`src/hw/rtl/bdc_pkg.sv`:
```
`timescale 1ns / 1ps
// ----------------------------------------------------------------------------
// bdc_pkg
// Shared constants and types for the cubic Bezier (de Casteljau) evaluator.
// ----------------------------------------------------------------------------
package bdc_pkg;

  localparam int NUM_POINTS = 4;
  localparam int COORD_BITS = 10;
  localparam int FRAC_BITS  = 16;

  localparam int NUM_AXES   = 2;
  localparam int NUM_REGS   = 8;
  localparam int REG_IDX_W  = $clog2(NUM_REGS);
  localparam int NUM_LEVELS = NUM_POINTS - 1;

  // curve parameter: unsigned Q0.16 plus one integer bit for 1.0
  localparam int T_FRAC = 16;
  localparam int T_W    = T_FRAC + 1;

  // interpolated point: unsigned, stays inside the control hull
  localparam int POINT_W = COORD_BITS + FRAC_BITS;
  // signed difference between two points
  localparam int DIFF_W  = POINT_W + 1;
  // signed product of t and a difference
  localparam int PROD_W  = T_W + 1 + DIFF_W;

  typedef logic [COORD_BITS-1:0] bdc_coord_t;
  typedef logic [T_W-1:0]        bdc_param_t;

  typedef logic [NUM_AXES-1:0][NUM_POINTS-1:0][COORD_BITS-1:0] bdc_ctrl_t;
  typedef logic [NUM_AXES-1:0][NUM_POINTS-1:0][POINT_W-1:0]    bdc_pts_t;

  // payload carried between pipeline levels
  typedef struct packed {
    bdc_param_t t;
    bdc_pts_t   pts;
  } bdc_stage_t;

endpackage

```
`src/hw/rtl/bdc_cfg_regs.sv`:
```
`timescale 1ns / 1ps
// ----------------------------------------------------------------------------
// bdc_cfg_regs
// Control point registers, written through a plain write port.
// ----------------------------------------------------------------------------
module bdc_cfg_regs (
  input  logic                          clk_i,
  input  logic                          rst_ni,
  input  logic                          cfg_we_i,
  input  logic [bdc_pkg::REG_IDX_W-1:0]  cfg_idx_i,
  input  bdc_pkg::bdc_coord_t           cfg_data_i,
  output bdc_pkg::bdc_ctrl_t            ctrl_o
);

  bdc_pkg::bdc_coord_t regs_q [bdc_pkg::NUM_REGS];

  always_ff @(posedge clk_i or negedge rst_ni) begin
    if (!rst_ni) begin
      for (int r = 0; r < bdc_pkg::NUM_REGS; r++) begin
        regs_q[r] <= '0;
      end
    end else if (cfg_we_i) begin
      regs_q[cfg_idx_i] <= cfg_data_i;
    end
  end

  // register 2*i+axis holds coordinate axis of control point i
  always_comb begin
    for (int i = 0; i < bdc_pkg::NUM_POINTS; i++) begin
      for (int a = 0; a < bdc_pkg::NUM_AXES; a++) begin
        ctrl_o[a][i] = regs_q[2 * i + a];
      end
    end
  end

endmodule

```
`config.mk`:
```
export PLATFORM = sky130hd
export DESIGN_NAME = bdc_cfg_regs
export DESIGN_NICKNAME = d
export VERILOG_FILES = /design/src/hw/rtl/bdc_pkg.sv /design/src/hw/rtl/bdc_cfg_regs.sv
export SDC_FILE = /design/constraint.sdc
export NUM_CORES = 1
export LEC_CHECK = 0
export BUFFER_PORTS_ARGS = -buffer_cell sky130_fd_sc_hd__buf_2
export CAP_MARGIN = 5
export CORE_ASPECT_RATIO = 1.2
export CORE_MARGIN = 4
export CORE_UTILIZATION = 46
export DETAILED_ROUTE_END_ITERATION = 8
export PLACE_DENSITY = 0.76
export SYNTH_ARGS = -nofsm -noshare
export SYNTH_HDL_FRONTEND = slang
export SYNTH_SLANG_ARGS = --single-unit
```
`constraint.sdc`:
```
create_clock -name clk_i -period 0.8 [get_ports clk_i]
set_input_delay 0.04 -clock clk_i [delete_from_list [all_inputs] [get_ports clk_i]]
set_output_delay 0.04 -clock clk_i [all_outputs]
set_load 0.02 [all_outputs]
```
==> summary.txt <==
Clock tree
  – Number of buffers created by CTS: 9
  – CTS tree: yes
  – Root Buffer: clkbuf_8
  – Clock latency on the worst-skew pair: between 0.3 and 0.4 ns
  – Clock sinks: 80
  – Clock-pin slew on the worst setup and hold paths: 0.08 ns
  – Deepest clock path buffer count: 2
  – Htree depth: 3

STA
  – Minimum clock period: 1.056 ns
  – RSZ-0062 raised after global routing: yes
  – Fmax: 947.1 MHz
  – Final hold violations: 0
  – Setup ws final: -0.2559 ns
  – Final period util: 132.0%
  – Max-slew headroom: 80.76%
  – Clock skew: 0 ns
  – # setup viols final: 145
  – Pins Over Slew Limit: 0
  – Hold_ws: 0.03495 ns
  – Worst slew pin tran: 0.2874 ns

Yosys
  – Syn Area/Cell: 18.07 um^2
  – Post-synthesis cell count: 175
  – Yosys warning total: 0
  – Yosys reg bits: 80
  – Mapped Nets: 191
  – Yosys cell types: 10
  – Mapped cell area: 0.003163 mm^2
  – Sequential share of the synthesized area: 63.29%

Place
  – Cells after DPL: ~370
  – Placed standard-cell area: 0.004194 mm^2
  – Setup WS pre-CTS: -0.3738 ns
  – PortBufs: 95
  – Dpl hpwl: 5539 um
  – Final Wtd Congestion: 0.7433

Die
  – Die area: between 0.008 and 0.009 mm^2
  – Starting density of the core: 48.17%
  – Core area: 0.006566 mm^2
  – Site row count: 32
  – I/O pins: 96
  – Die W: between 80 and 90 um
  – Die height: 98.84 um

Setup path
  – Max FO, Critical Path: 2
  – Reg2Reg Depth: 2
  – Crit path capture type: primary output
  – Crit Path Category: register to primary output
  – Worst Setup Start Kind: register
  – Worst EP required: 0.76 ns
  – Critical path arrival: 1.02 ns

Power
  – Leakage power: between 2 and 3 nW
  – VDD IR max: 1.862 mV
  – Power Dens Cells: 2843 mW/mm^2

Global route
  – Vias in the first global route: 2471
  – Initial antenna violation count: 0
  – Global-route wire length before repair: 14700 um
  – Remaining Overflow, GRT: 0
  – Total Routing Usage GR: 23.65%
  – Largest net degree at the start of global routing: 49

Layout
  – Max reg flops: 80
  – Share of layout cells above drive strength 1: 86.31%
  – Layout Cell Area excl Fill: 0.005522 mm^2
  – Non-filler cells, final: 443
  – Fin util: 84.09%
  – Area Overhead vs Synth: 74.56%
  – Final nets: 369
  – Ant diodes: 0
  – Fill cell count: slightly above 300

Route
  – Antenna Nets Post-Route: 0
  – DR pass1 iterations: 4
  – Wire per inst: about 24 um
  – DRC violations left: 0
  – Via-to-Cell Ratio: 5.230
  – Total Wirelength: 10500 um
  – DR iter-0 viols: 170
  – Via count: 2317

Hold path
  – Hold depth: 2
  – Min-delay worst type: input pin to register

Flow run
  – # Max-Cap Violations: 0

Status
  – Failing checks: setup timing
  – Status: finished, violations left
-- worst paths after layout --
path	start	end	slack, ns
max in group asynchronous	rst_ni	ctrl_o[32]	0.32
min	cfg_data_i[9]	ctrl_o[59]	0.03
min reg2reg	ctrl_o[51]	ctrl_o[51]	0.54
min in group asynchronous	rst_ni	ctrl_o[41]	0.21
max	ctrl_o[15]	ctrl_o[15]	-0.26
max reg2reg	ctrl_o[3]	ctrl_o[3]	-0.17
-- layer usage --
metal	GRT usage, %	vias to the layer above	wire (um)	part of all wire, %
met5	0	-	0	0
met4	5.941	0	250	2.4
met3	5.184	19	580	5.5
met2	43.05	86	5916	56
met1	28.41	1226	3748	36
li1	-	986	-	-
-- synth_stat cells --
library cell  number  area, um^2
dfrtp_1           80        2002
mux2_2            50       563.0
mux2_4            30       450.4
and4bb_1           3       37.54
buf_2              3       15.01
buf_6              3       33.78
nand4b_1           3       26.28
buf_4              1       7.510
nand4_2            1       12.51
nor4b_2            1       15.01
-- layout by cell type, fill, tap and decap left out, types with 2 or more instances in the layout --
cell	instances
buf_4	26
buf_6	129
buf_2	11
and4bb_1	3
nand4b_1	3
dfrtp_2	40
clkbuf_8	9
buf_12	6
clkbuf_1	2
mux2_4	80
bufinv_16	2
dfrtp_1	40
-- kinds of logic (layout without fill, tap and decap cells) --
kind of cell	count (synthesis)	after routing	synth area share (%)
DFF	80	80	63.29
muxes	80	80	32.04
and+or+nand+nor	8	8	2.888
buffers and inverters	7	190	1.780
-- where the power goes --
group	switching [mW]	total (mW)	internal, mW
Sequential	0.908	5.93	5.02
Combinational	2.44	6.43	3.99
Clock	1.57	3.34	1.76
-- critical path: stages, from the launching register on --
cell,delay (ns)
dfrtp_1,0.41
buf_6,0.12
buf_6,0.12
-- timing repair --
item,in CTS,in global routing
hold endpoints to repair,80,0
setup buffers,43,15
setup endpoints to repair,84,149
resized for setup,171,42
pin swaps,1,1
cloned,0,0
hold buffers,1,0
-- through the flow --
stage	TNS [ns]	power (mW)
3_3_place_gp	-22.36	9.511
2_1_floorplan	-4.148	8.053
3_5_place_dp	-23.52	9.604
6_report	-19.68	15.70
5_1_grt	-23.06	16.27
4_1_cts	-15.98	14.81
-- layout make-up --
type / count / area (um^2) / area share (%)
clock buffer: 11 / 131.4 / 2.379
clock inverter: 5 / 81.33 / 1.473
multi-input combinational: 88 / 1310 / 23.73
sequential: 80 / 2052 / 37.16
tap: 85 / 106.4 / 1.926
timing repair buffer: 174 / 1841 / 33.33
(Power assumes the default switching activity.)
